**src/bmpd_pkg.sv**
```systemverilog
// Shared types and constants for the BMP 24-bit stream decoder.
// Used by bmpd_front, bmpd_queue, bmpd_back and bmp_rgb24_stream_decoder.
`default_nettype none

package bmpd_pkg;

  // Largest accepted width or height.
  localparam int unsigned MAX_DIM = 4096;
  localparam int DIM_W = $clog2(MAX_DIM + 1);

  // Field widths of a result word.
  localparam int COORD_W  = 12;
  localparam int STATUS_W = 3;

  // Result status codes.
  localparam logic [STATUS_W-1:0] ST_PIXEL      = 3'd0;
  localparam logic [STATUS_W-1:0] ST_BAD_SIG    = 3'd1;
  localparam logic [STATUS_W-1:0] ST_BAD_PLANES = 3'd2;
  localparam logic [STATUS_W-1:0] ST_BAD_DEPTH  = 3'd3;
  localparam logic [STATUS_W-1:0] ST_BAD_COMP   = 3'd4;
  localparam logic [STATUS_W-1:0] ST_BAD_SIZE   = 3'd5;

  // Kinds of token passed from the front to the back.
  localparam logic [1:0] TK_BLUE  = 2'd0;
  localparam logic [1:0] TK_GREEN = 2'd1;
  localparam logic [1:0] TK_RED   = 2'd2;
  localparam logic [1:0] TK_ERROR = 2'd3;

  // Token queue depth.
  localparam int QDEPTH  = 4;
  localparam int QPTR_W  = $clog2(QDEPTH);
  localparam int QCOUNT_W = $clog2(QDEPTH + 1);

  typedef struct packed {
    logic [1:0]          kind;
    logic [STATUS_W-1:0] status;
    logic [7:0]          data;
    logic [COORD_W-1:0]  row;
    logic [COORD_W-1:0]  column;
    logic                last;
  } token_t;

endpackage

`default_nettype wire

```
**src/bmpd_front.sv**
```systemverilog
// Front end: parses the BMP header, skips to the pixel data and classifies
// pixel bytes into tokens. Depends on bmpd_pkg.
`default_nettype none

module bmpd_front (
  input  wire logic           clk,
  input  wire logic           rst,
  input  wire logic           in_valid,
  output logic                in_ready,
  input  wire logic [7:0]     data_byte,
  input  wire logic           start_of_file,
  input  wire logic           q_full,
  output logic                push,
  output bmpd_pkg::token_t    tok
);

  // Parser phases.
  localparam logic [1:0] PH_HEADER = 2'd0;
  localparam logic [1:0] PH_SKIP   = 2'd1;
  localparam logic [1:0] PH_PIXEL  = 2'd2;
  localparam logic [1:0] PH_HALT   = 2'd3;

  // Header byte positions that complete a field.
  localparam logic [31:0] POS_SIG   = 32'd1;
  localparam logic [31:0] POS_OFF   = 32'd13;
  localparam logic [31:0] POS_WID   = 32'd21;
  localparam logic [31:0] POS_HGT   = 32'd25;
  localparam logic [31:0] POS_PLN   = 32'd27;
  localparam logic [31:0] POS_DEP   = 32'd29;
  localparam logic [31:0] POS_CMP   = 32'd33;
  localparam logic [31:0] MIN_OFF   = 32'd34;
  localparam logic [15:0] SIG_BM    = 16'h4D42;
  localparam logic [15:0] PLANES_OK = 16'd1;
  localparam logic [15:0] DEPTH_OK  = 16'd24;

  localparam int DW = bmpd_pkg::DIM_W;
  localparam int CW = bmpd_pkg::COORD_W;

  logic [1:0]    phase, phase_next, c_phase;
  logic [31:0]   bpos, bpos_next, c_bpos;
  logic [31:0]   shift, shift_next, c_shift;
  logic [DW-1:0] width, width_next;
  logic [DW-1:0] height, height_next;
  logic [31:0]   offset, offset_next;
  logic [1:0]    bip, bip_next, c_bip;
  logic [CW-1:0] col, col_next, c_col;
  logic [DW-1:0] rows, rows_next, c_rows;
  logic [1:0]    pad, pad_next, c_pad;

  logic                          accept;
  logic                          tok_push;
  logic                          do_pixel;
  logic [bmpd_pkg::STATUS_W-1:0] err;
  logic [DW-1:0]                 col_inc;
  logic                          dim_ok;

  assign in_ready = !q_full;
  assign accept   = in_valid && in_ready;
  assign push     = accept && tok_push;

  // Apply a restart, then process the byte.
  always_comb begin
    c_phase = start_of_file ? PH_HEADER : phase;
    c_bpos  = start_of_file ? '0 : bpos;
    c_shift = start_of_file ? '0 : shift;
    c_bip   = start_of_file ? '0 : bip;
    c_col   = start_of_file ? '0 : col;
    c_rows  = start_of_file ? '0 : rows;
    c_pad   = start_of_file ? '0 : pad;

    phase_next  = c_phase;
    bpos_next   = c_bpos;
    shift_next  = c_shift;
    width_next  = width;
    height_next = height;
    offset_next = offset;
    bip_next    = c_bip;
    col_next    = c_col;
    rows_next   = c_rows;
    pad_next    = c_pad;
    tok         = '0;
    tok_push    = 1'b0;
    do_pixel    = 1'b0;
    err         = bmpd_pkg::ST_PIXEL;
    col_inc     = {1'b0, c_col} + DW'(1);
    dim_ok      = 1'b0;

    case (c_phase)
      PH_HEADER: begin
        shift_next = {data_byte, c_shift[31:8]};
        dim_ok = (shift_next != 32'd0) && (shift_next <= 32'(bmpd_pkg::MAX_DIM));
        case (c_bpos)
          POS_SIG: begin
            if (shift_next[31:16] != SIG_BM) err = bmpd_pkg::ST_BAD_SIG;
          end
          POS_OFF: begin
            offset_next = shift_next;
            if (shift_next < MIN_OFF) err = bmpd_pkg::ST_BAD_SIZE;
          end
          POS_WID: begin
            if (!dim_ok) err = bmpd_pkg::ST_BAD_SIZE;
            else width_next = shift_next[DW-1:0];
          end
          POS_HGT: begin
            if (!dim_ok) err = bmpd_pkg::ST_BAD_SIZE;
            else height_next = shift_next[DW-1:0];
          end
          POS_PLN: begin
            if (shift_next[31:16] != PLANES_OK) err = bmpd_pkg::ST_BAD_PLANES;
          end
          POS_DEP: begin
            if (shift_next[31:16] != DEPTH_OK) err = bmpd_pkg::ST_BAD_DEPTH;
          end
          POS_CMP: begin
            if (shift_next != 32'd0) begin
              err = bmpd_pkg::ST_BAD_COMP;
            end else begin
              rows_next  = height;
              col_next   = '0;
              bip_next   = '0;
              pad_next   = '0;
              phase_next = PH_SKIP;
            end
          end
          default: ;
        endcase
        // Report the first failing check and halt.
        if (err != bmpd_pkg::ST_PIXEL) begin
          tok_push    = 1'b1;
          tok.kind    = bmpd_pkg::TK_ERROR;
          tok.status  = err;
          phase_next  = PH_HALT;
        end else begin
          bpos_next = c_bpos + 32'd1;
        end
      end
      PH_SKIP: begin
        if (c_bpos < offset) begin
          bpos_next = c_bpos + 32'd1;
        end else begin
          phase_next = PH_PIXEL;
          do_pixel   = 1'b1;
        end
      end
      PH_PIXEL: begin
        do_pixel = 1'b1;
      end
      default: ;
    endcase

    // Drop padding, then sort pixel bytes by component.
    if (do_pixel) begin
      tok.data = data_byte;
      if (c_pad != 2'd0) begin
        pad_next = c_pad - 2'd1;
      end else if (c_bip == 2'd0) begin
        tok_push = 1'b1;
        tok.kind = bmpd_pkg::TK_BLUE;
        bip_next = 2'd1;
      end else if (c_bip == 2'd1) begin
        tok_push = 1'b1;
        tok.kind = bmpd_pkg::TK_GREEN;
        bip_next = 2'd2;
      end else begin
        tok_push   = 1'b1;
        tok.kind   = bmpd_pkg::TK_RED;
        tok.status = bmpd_pkg::ST_PIXEL;
        tok.row    = CW'(c_rows - DW'(1));
        tok.column = c_col;
        tok.last   = (c_rows == DW'(1)) && (col_inc == width);
        bip_next   = 2'd0;
        if (col_inc >= width) begin
          col_next  = '0;
          rows_next = c_rows - DW'(1);
          if (c_rows == DW'(1)) phase_next = PH_HALT;
          else pad_next = width[1:0];
        end else begin
          col_next = col_inc[CW-1:0];
        end
      end
    end
  end

  // Hold parser state; advance on each accepted word.
  always_ff @(posedge clk) begin
    if (rst) begin
      phase <= PH_HEADER;
      bpos  <= '0;
      shift <= '0;
      bip   <= '0;
      col   <= '0;
      rows  <= '0;
      pad   <= '0;
    end else if (accept) begin
      phase <= phase_next;
      bpos  <= bpos_next;
      shift <= shift_next;
      bip   <= bip_next;
      col   <= col_next;
      rows  <= rows_next;
      pad   <= pad_next;
    end
  end

  // Header fields carry no reset; each is written before use.
  always_ff @(posedge clk) begin
    if (accept) begin
      width  <= width_next;
      height <= height_next;
      offset <= offset_next;
    end
  end

endmodule

`default_nettype wire

```
**src/bmpd_queue.sv**
```systemverilog
// Short token queue between the front and back of the decoder.
// Depends on bmpd_pkg for the token type and depth.
`default_nettype none

module bmpd_queue (
  input  wire logic             clk,
  input  wire logic             rst,
  input  wire logic             push,
  input  wire bmpd_pkg::token_t push_tok,
  output logic                  full,
  input  wire logic             pop,
  output logic                  q_valid,
  output bmpd_pkg::token_t      q_tok
);

  localparam int PW = bmpd_pkg::QPTR_W;
  localparam int NW = bmpd_pkg::QCOUNT_W;

  bmpd_pkg::token_t mem [bmpd_pkg::QDEPTH];
  logic [PW-1:0] wr_ptr, rd_ptr;
  logic [NW-1:0] count;
  logic          do_push, do_pop;

  assign full    = (count == NW'(bmpd_pkg::QDEPTH));
  assign q_valid = (count != '0);
  assign q_tok   = mem[rd_ptr];
  assign do_push = push && !full;
  assign do_pop  = pop && q_valid;

  // Store pushed tokens.
  always_ff @(posedge clk) begin
    if (do_push) mem[wr_ptr] <= push_tok;
  end

  // Advance pointers and occupancy.
  always_ff @(posedge clk) begin
    if (rst) begin
      wr_ptr <= '0;
      rd_ptr <= '0;
      count  <= '0;
    end else begin
      if (do_push) begin
        wr_ptr <= (wr_ptr == PW'(bmpd_pkg::QDEPTH - 1)) ? '0 : wr_ptr + PW'(1);
      end
      if (do_pop) begin
        rd_ptr <= (rd_ptr == PW'(bmpd_pkg::QDEPTH - 1)) ? '0 : rd_ptr + PW'(1);
      end
      if (do_push && !do_pop) count <= count + NW'(1);
      else if (do_pop && !do_push) count <= count - NW'(1);
    end
  end

endmodule

`default_nettype wire

```
**src/bmpd_back.sv**
```systemverilog
// Back end: collects blue and green bytes and assembles result words
// in an output register. Depends on bmpd_pkg.
`default_nettype none

module bmpd_back (
  input  wire logic             clk,
  input  wire logic             rst,
  input  wire logic             q_valid,
  input  wire bmpd_pkg::token_t q_tok,
  output logic                  pop,
  output logic                  out_valid,
  input  wire logic             out_ready,
  output logic [bmpd_pkg::STATUS_W-1:0] status,
  output logic [bmpd_pkg::COORD_W-1:0]  row,
  output logic [bmpd_pkg::COORD_W-1:0]  column,
  output logic [7:0]                    red,
  output logic [7:0]                    green,
  output logic [7:0]                    blue,
  output logic                          last_pixel
);

  logic [7:0] held_blue, held_green;
  logic       is_comp;
  logic       slot_free;
  logic       load;

  // Blue and green words never need the output slot.
  always_comb begin
    is_comp   = q_tok.kind inside {bmpd_pkg::TK_BLUE, bmpd_pkg::TK_GREEN};
    slot_free = !out_valid || out_ready;
    pop       = q_valid && (is_comp || slot_free);
    load      = q_valid && !is_comp && slot_free;
  end

  // Hold component bytes until the red byte arrives.
  always_ff @(posedge clk) begin
    if (pop && q_tok.kind == bmpd_pkg::TK_BLUE) held_blue <= q_tok.data;
    if (pop && q_tok.kind == bmpd_pkg::TK_GREEN) held_green <= q_tok.data;
  end

  // Output valid flag.
  always_ff @(posedge clk) begin
    if (rst) begin
      out_valid <= 1'b0;
    end else if (load) begin
      out_valid <= 1'b1;
    end else if (out_ready) begin
      out_valid <= 1'b0;
    end
  end

  // Load the result word.
  always_ff @(posedge clk) begin
    if (load) begin
      status     <= q_tok.status;
      row        <= q_tok.row;
      column     <= q_tok.column;
      last_pixel <= q_tok.last;
      if (q_tok.kind == bmpd_pkg::TK_RED) begin
        red   <= q_tok.data;
        green <= held_green;
        blue  <= held_blue;
      end else begin
        red   <= '0;
        green <= '0;
        blue  <= '0;
      end
    end
  end

endmodule

`default_nettype wire

```
**src/bmp_rgb24_stream_decoder.sv**
```systemverilog
// Top level of the 24-bit BMP stream decoder: front parser, token queue
// and output stage. Depends on bmpd_pkg, bmpd_front, bmpd_queue, bmpd_back.
//
//   Channel | Direction | Handshake            | Word
//   --------+-----------+----------------------+-----------------------------------
//   in      | input     | in_valid / in_ready  | data_byte, start_of_file
//   out     | output    | out_valid / out_ready| status, row, column, red, green,
//           |           |                      | blue, last_pixel
//
// One input word is taken every cycle while the four-entry token queue has room.
// A result word is registered in the token queue and then in the output register;
// while the output side is stalled, completed words wait in the queue.
// Reset clears the parser, queue and output valid; no clearing pass is needed.
// An output stall backs up the queue; in_ready drops only when the queue is full.
`default_nettype none

module bmp_rgb24_stream_decoder (
  input  wire logic       clk,
  input  wire logic       rst,
  input  wire logic       in_valid,
  output logic            in_ready,
  input  wire logic [7:0] data_byte,
  input  wire logic       start_of_file,
  output logic            out_valid,
  input  wire logic       out_ready,
  output logic [2:0]      status,
  output logic [11:0]     row,
  output logic [11:0]     column,
  output logic [7:0]      red,
  output logic [7:0]      green,
  output logic [7:0]      blue,
  output logic            last_pixel
);

  bmpd_pkg::token_t f_tok, q_tok;
  logic             f_push, q_full, q_valid, q_pop;

  bmpd_front u_front (
    .clk           (clk),
    .rst           (rst),
    .in_valid      (in_valid),
    .in_ready      (in_ready),
    .data_byte     (data_byte),
    .start_of_file (start_of_file),
    .q_full        (q_full),
    .push          (f_push),
    .tok           (f_tok)
  );

  bmpd_queue u_queue (
    .clk      (clk),
    .rst      (rst),
    .push     (f_push),
    .push_tok (f_tok),
    .full     (q_full),
    .pop      (q_pop),
    .q_valid  (q_valid),
    .q_tok    (q_tok)
  );

  bmpd_back u_back (
    .clk        (clk),
    .rst        (rst),
    .q_valid    (q_valid),
    .q_tok      (q_tok),
    .pop        (q_pop),
    .out_valid  (out_valid),
    .out_ready  (out_ready),
    .status     (status),
    .row        (row),
    .column     (column),
    .red        (red),
    .green      (green),
    .blue       (blue),
    .last_pixel (last_pixel)
  );

endmodule

`default_nettype wire

```
**config.mk**
```make
export PLATFORM = sky130hd
export DESIGN_NAME = bmp_rgb24_stream_decoder
export DESIGN_NICKNAME = d
export VERILOG_FILES = /design/src/bmpd_pkg.sv /design/src/bmpd_front.sv /design/src/bmpd_queue.sv /design/src/bmpd_back.sv /design/src/bmp_rgb24_stream_decoder.sv
export SDC_FILE = /design/constraint.sdc
export NUM_CORES = 1
export LEC_CHECK = 0
export ABC_CLOCK_PERIOD_IN_PS = 13700
export BUFFER_PORTS_ARGS = -buffer_cell sky130_fd_sc_hd__buf_2
export CAP_MARGIN = 20
export CELL_PAD_IN_SITES_DETAIL_PLACEMENT = 1
export CELL_PAD_IN_SITES_GLOBAL_PLACEMENT = 1
export CORE_AREA = 2 2 226 228
export DETAILED_ROUTE_END_ITERATION = 7
export DIE_AREA = 0 0 228 230
export PLACE_DENSITY = 0.59
export REMOVE_ABC_BUFFERS = 1
export SLEW_MARGIN = 15
export SYNTH_ARGS = -nofsm -noshare
export SYNTH_HDL_FRONTEND = slang
export SYNTH_SLANG_ARGS = --single-unit
```
**constraint.sdc**
```tcl
create_clock -name clk -period 13.7 [get_ports clk]
set_input_delay 4.11 -clock clk [delete_from_list [all_inputs] [get_ports clk]]
set_output_delay 4.11 -clock clk [all_outputs]
set_load 0.005 [all_outputs]
```
==> results of run 1 <==
state kept, by name (all words and copies together) (netlist names), 2 cells and up, named ones only:
signal,cells
u_back.row,12
u_back.status,3
u_back.red,8
u_back.column,12
u_queue.mem,152
u_front.shift,24
u_back.held_green,8
u_front.col,12
u_back.green,8
u_back.held_blue,8
u_front.height,13
u_front.bip,2
u_front.bpos,32
u_front.offset,32
u_front.phase,2
u_queue.wr_ptr,2
u_front.width,13
u_queue.count,3
u_queue.rd_ptr,2
u_back.blue,8
u_front.pad,2
u_front.rows,13
power by group:
group	total (µW)	switching, µW	internal [µW]
logic	556	335	221
registers	1430	45.8	1380
clock network	1180	481	700
total	3170	862	2300
worst paths after layout:
check | from | endpoint | slack (ns) | cells after the start
hold reg to reg | u_front.phase[0]$_SDFFE_PP0P_ | u_front.phase[0]$_SDFFE_PP0P_ | 0.48 | 2
setup reg to reg | u_front.bpos[4]$_SDFFE_PP0P_ | u_queue.count[2]$_SDFFE_PP0P_ | 9.10 | 13
hold / removal | u_front.phase[0]$_SDFFE_PP0P_ | u_front.phase[0]$_SDFFE_PP0P_ | 0.48 | 2
setup / recovery | start_of_file | u_queue.count[2]$_SDFFE_PP0P_ | 4.82 | 15
worst register-to-register path, stage by stage, from the launching register on:
cell and delay [ns]:
dfxtp_1 0.37, nor2b_1 0.54, ha_1 0.21, and4_1 0.21, o211ai_1 0.10, a211oi_1 0.81
o41ai_2 0.30, o22ai_1 0.59, ha_1 0.31, inv_1 0.06, fa_1 0.37, xor2_1 0.18
or3_1 0.31, a21oi_1 0.14
Yosys cell counts (all sizes together) (6+ instances only):
cell type / count
nand2b: 6
nor4: 20
nand4: 24
clkbuf: 54
a21oi: 66
inv: 62
nor2b: 72
and2: 46
a211oi: 19
ha: 58
mux2: 6
a221oi: 7
edfxtp: 278
or3: 8
o21ai: 54
a22o: 12
o211ai: 6
a31oi: 10
nand3: 42
mux2i: 18
buf: 15
nor3: 35
and3: 23
and4: 6
xnor2: 13
dfxtp: 97
xor2: 9
o31ai: 8
nand2: 92
nor3b: 7
a22oi: 29
nor2: 100
mux4: 38
metrics by stage:
stage,total power (µW),setup WS [ns]
global route,3320,4.44
finish,3170,4.82
global placement,2010,4.26
floorplan,1790,5.77
CTS,3220,4.81
detailed placement,2030,4.20
cell families (layout without fill, tap and decap cells):
| family | Yosys count | count (layout) |
|---|---|---|
| AND/OR/NAND/NOR | 496 | 496 |
| XOR/XNOR | 22 | 22 |
| multiplexers | 62 | 62 |
| flip-flops | 375 | 375 |
| AO/OA/AOI/OAI | 266 | 266 |
| adder cells (fa/ha/maj) | 59 | 59 |
| buffers and inverters | 132 | 232 |
area by class of cell:
type / instances / area, µm²
fill: 5344 / 30000
sequential: 375 / 10300
multi-input combinational: 905 / 6540
clock buffer: 51 / 1150
tap: 672 / 841
timing repair buffer: 88 / 495
clock inverter: 30 / 305
inverter: 63 / 236
layer usage:
layer	vias to the layer above	share of wire
li1	5487	-
met1	5853	0.47
met2	201	0.47
met3	60	0.037
met4	0	0.020
met5	-	0
==> implementation parameters, run 1 <==
Parameter                              Value

Synth
  Number of synthesized register bits ... 375
  Number of distinct library cell variants in the gate-level netlist after synthesis ... 84
  Fraction of post-synthesis cell area in the top cell type by area ... 0.482
  Top post-synthesis cells by area ... edfxtp_1 (48%), dfxtp_1 (11%), mux4_2 (4.9%)
  Mapped Area ... 17,300 µm²
  Area fraction in compound gates after synthesis ... 0.107
  Number of synthesized flops with an enable pin ... 278
  Fraction of the yosys area taken by sequential cells ... 0.594
  Async set or reset register ratio after synthesis ... 0
  Combinational family with the most area after synthesis ... simple AND/OR/NAND/NOR gates
  Biggest area consumer among synthesized cells ... edfxtp_1
  Simple-gate area share of the yosys netlist ... 0.151
  Multiplexer share of the synthesized area ... 0.0637
  XOR/XNOR Fraction of Synth Area ... 0.0111
  Number of instances in the synthesized netlist ... 1,412
  Area share of fa/ha/maj cells after synthesis ... 0.0431
  Warnings from Yosys ... 0
  Syn_area_per_cell ... 12.3 µm²
  Flip-flop cell with the highest count after synthesis ... edfxtp_1

Place
  Port Buffers ... 66
  RD Place Congestion ... 0.817
  Inst Count DP ... 2,101
  Cell area after placement ... 18,400 µm²
  Post-DP HPWL ... 30,900 µm

Global routing
  Pin count of the biggest net entering global routing ... 64
  Vias in the first global route ... 12,000
  Global routing usage summed across all routing layers ... 0.172
  Wire length of the first global-routing pass ... 70,900 µm
  Global-route met3 utilization ... 0.0288
  Number of antenna violations at the first check in global routing ... 0
  Met1 demand-to-capacity share in global routing ... 0.236
  Leftover overflow at the end of global routing ... 0
  Most congested layer reported by global routing ... met2
  Met2 Track Usage GR ... 0.282

Setup path
  Crit-path max FO ... 63
  Element type at the critical path end ... flip-flop
  Class of the most critical setup path ... input pin to flip-flop
  CP Launch Type ... input pin
  Arrival time reported for the critical path endpoint ... 9.39 ns
  WP buf/inv ... 5
  Delay of the slowest critical-path stage ... 0.74 ns
  Cells along the critical path ... buf_4 > inv_1 > buf_4 > nand2_1 > ha_1 > clkinv_1 > nor2_1 > nand2_1 > o22ai_1 > ha_1 > inv_1 > fa_1 > xor2_1 > or3_1 > a21oi_1
  Top Family by Delay on Critical Path ... buffers and inverters
  Highest-delay cell along the critical path ... nor2_1
  WP data required ... 14.20 ns

Finish
  Most common cell after layout, fill and taps aside ... edfxtp_1
  Leading cell types in the layout, fill and taps excluded ... edfxtp_1 (278), nor2_1 (98), dfxtp_1 (95)
  Fraction of final layout cells sized beyond drive strength 1 ... 0.152
  Non-Filler Cell Area, Final ... 19,900 µm²
  Post-Route Utilization ... 0.398
  Antenna fix cells ... 0
  Final-stage net count ... 1,549
  Layout Cells excl Fill ... 2,184
  Synthesis-to-finish area growth ... 14.7%

Clock network
  Clock transition at the register clock pins on the worst setup and hold paths after CTS ... 0.05 ns
  Cells resized by post-CTS repair ... 0
  Post-CTS setup buffers ... 0
  # hold bufs at CTS ... 0
  Inserted Clock Buffers ... 44
  Number of H-tree levels ... 2
  Clock tree from TritonCTS ... built
  Insertion delay to the later sink of the worst-skew pair ... 0.58 ns
  Number of buffers on the longest clock path ... 3
  Clock sink total ... 375
  Root buffer cell ... clkbuf_16

Timing
  Highest achievable clock rate ... 113 MHz
  RSZ-0062 raised after global routing ... no
  Setup clock skew after layout ... 0.0211 ns
  Slew HR ... 0.298
  Worst hold slack ... 0.477 ns
  Slew @ Worst Pin ... 1.05 ns
  Final period utilization ... 0.648
  Count of final setup violators ... 0
  Max-slew violations ... 0
  Sum of negative setup slack ... 0 ns
  Post-layout minimum cycle time ... 8.88 ns
  Final hold violation count ... 0

Floorplanning
  Starting utilization of the core area ... 0.347
  Total die area ... 52,400 µm²
  Core Rows ... 82
  Horizontal die dimension ... 228 µm
  Height of the die ... 230 µm
  Core box area ... 49,900 µm²
  Count of pins on the block boundary ... 67

Detailed routing
  Initial detailed-routing violation count ... 677
  Number of iterations in the first detailed-routing pass ... 5
  Antenna Nets Post-Route ... 0
  Post-DR wirelength/cell ... 20.6 µm
  Wire length reported by the detailed router ... 44,900 µm
  Post-route DRC ... 0
  Vias per inst ... 5.31
  Vias ... 11,600

Pwr
  Worst voltage drop across the vdd grid ... 0.0940 mV
  Static leakage ... 0.00711 µW
  Areal power density over the cells ... 159 nW/µm²

Status
  Run status ... completed

Run
  Number of max-cap violations ... 0

Hold path
  Type of the worst min-delay path ... flip-flop to flip-flop
No activity file was read; power rests on OpenSTA's default activity.
==> run 2, diff against run 1 <==
ABC_CLOCK_PERIOD_IN_PS = 8990   (was 13700)
clock period = 8.99 ns   (was 13.7 ns; I/O delays follow)
==> implementation parameters, run 2 (same netlist as run 1, synthesis figures left out) <==
Parameter                              Value

Status
  Run status ... completed

Floorplanning
  Height of the die ... 230 µm
  Core Rows ... 82
  Starting utilization of the core area ... 0.347
  Total die area ... 52,400 µm²
  Core box area ... 49,900 µm²
  Count of pins on the block boundary ... 67
  Horizontal die dimension ... 228 µm

Clock network
  Cells resized by post-CTS repair ... 0
  Clock transition at the register clock pins on the worst setup and hold paths after CTS ... 0.06 ns
  Clock sink total ... 375
  Root buffer cell ... clkbuf_16
  Insertion delay to the later sink of the worst-skew pair ... 0.56 ns
  Clock tree from TritonCTS ... built
  Number of H-tree levels ... 2
  Post-CTS setup buffers ... 0
  # hold bufs at CTS ... 0
  Inserted Clock Buffers ... 42
  Number of buffers on the longest clock path ... 3

Global routing
  Leftover overflow at the end of global routing ... 0
  Global routing usage summed across all routing layers ... 0.177
  Vias in the first global route ... 12,200
  Pin count of the biggest net entering global routing ... 53
  Number of antenna violations at the first check in global routing ... 1
  Wire length of the first global-routing pass ... 72,600 µm

Finish
  Registers with the most flip-flops ... u_queue.mem: 152 flops, u_front.bpos: 32 flops, u_front.offset: 32 flops
  Antenna fix cells ... 0
  Final-stage net count ... 1,554
  Most common cell after layout, fill and taps aside ... edfxtp_1
  Fraction of final layout cells sized beyond drive strength 1 ... 0.154
  Leading cell types in the layout, fill and taps excluded ... edfxtp_1 (278), nor2_1 (98), dfxtp_1 (95)
  Synthesis-to-finish area growth ... 14.8%
  Most flops, register ... u_queue.mem
  Number of flip-flops in the largest register ... 152
  Post-Route Utilization ... 0.399

Timing
  Post-layout minimum cycle time ... 6.94 ns
  RSZ-0062 raised after global routing ... no
  Highest achievable clock rate ... 144 MHz
  Slew @ Worst Pin ... 1.12 ns
  Final hold violation count ... 0
  Sum of negative setup slack ... 0 ns
  Count of final setup violators ... 0
  Max-slew violations ... 0
  Slew HR ... 0.245
  Setup clock skew after layout ... 0.0151 ns
  Final period utilization ... 0.772

Detailed routing
  Vias ... 11,600
  Post-route DRC ... 0
  Wire length reported by the detailed router ... 46,400 µm
  Vias per inst ... 5.31
  Initial detailed-routing violation count ... 673
  Number of iterations in the first detailed-routing pass ... 5
  Antenna Nets Post-Route ... 0
  Post-DR wirelength/cell ... 21.2 µm

Setup path
  Element type at the critical path end ... flip-flop
  Startpoint of the most critical setup path ... start_of_file
  Worst R2R Start ... u_front.col[1]$_SDFFE_PP0P_
  Arrival time reported for the critical path endpoint ... 7.21 ns
  Crit-path max FO ... 32
  CP Launch Type ... input pin
  Delay of the slowest critical-path stage ... 0.85 ns
  WP buf/inv ... 5
  Cells along the critical path ... buf_4 > inv_1 > nand2_1 > inv_1 > ha_1 > o21ai_0 > a31oi_1 > o211ai_1 > a211oi_1 > o41ai_2 > buf_4 > o22ai_1 > and2_2 > buf_4
  WP data required ... 9.26 ns
  Top Family by Delay on Critical Path ... compound AO/OA/AOI/OAI gates
  Crit path top cell by count ... buf_4
  Class of the most critical setup path ... input pin to flip-flop
  Highest-delay cell along the critical path ... and2_2

Place
  RD Place Congestion ... 0.836
  Port Buffers ... 66
  Post-DP HPWL ... 31,700 µm

Hold path
  Type of the worst min-delay path ... flip-flop to flip-flop
  Startpoint of the lowest-slack hold path ... u_front.bpos[1]$_SDFFE_PP0P_

Run
  Number of max-cap violations ... 0

Pwr
  Static leakage ... 0.00712 µW
  Areal power density over the cells ... 240 nW/µm²
  Worst voltage drop across the vdd grid ... 0.128 mV
-- run 2: layout make-up --
class	count	area [µm²]
Fill cell	5355	30000
Sequential cell	375	10300
Multi-Input combinational cell	905	6540
Clock buffer	60	1190
Tap cell	672	841
Timing Repair Buffer	95	563
Inverter	63	236
Clock inverter	18	214
-- run 2: power breakdown --
part	switching, µW	internal (µW)	total, µW
sequential	68.8	2110	2180
clock	705	1040	1750
combinational	516	340	856
-- run 2: worst paths after layout --
path / to / slack [ns] / cells past startpoint
worst max-delay path: u_queue.mem[1][30]$_DFFE_PP_ / 2.05 / 14
worst min-delay path: u_front.bpos[1]$_SDFFE_PP0P_ / 0.48 / 2
worst max register to register: u_front.rows[10]$_SDFFE_PP0P_ / 4.37 / 14
worst min register to register: u_front.bpos[1]$_SDFFE_PP0P_ / 0.48 / 2
-- run 2: metal layers --
| layer | up-vias | track usage | wire length [µm] |
|---|---|---|---|
| li1 | 5476 | - | - |
| met1 | 5869 | 0.243 | 21700 |
| met2 | 202 | 0.292 | 22000 |
| met3 | 69 | 0.0228 | 1630 |
| met4 | 0 | 0.0519 | 1020 |
| met5 | - | 0 | 0 |
-- run 2: worst min-delay path: cells and delay by family (launching register included) --
family,cells,cell delay [ns]
flip-flops,1,0.32
AO/OA/AOI/OAI,1,0.06
AND/OR/NAND/NOR,1,0.06
-- run 2: metrics by stage --
stage	instance area [µm²]	std cells	power, µW	setup slack [ns]	hold WS, ns
floorplan	17000	1343	2730	2.48	0.447
global placement	18400	2108	3070	1.49	0.472
detailed placement	18400	2108	3090	1.39	0.478
CTS	19800	2186	4850	1.97	0.487
global route	19900	2188	4990	1.63	0.516
finish	19900	2188	4780	2.05	0.482
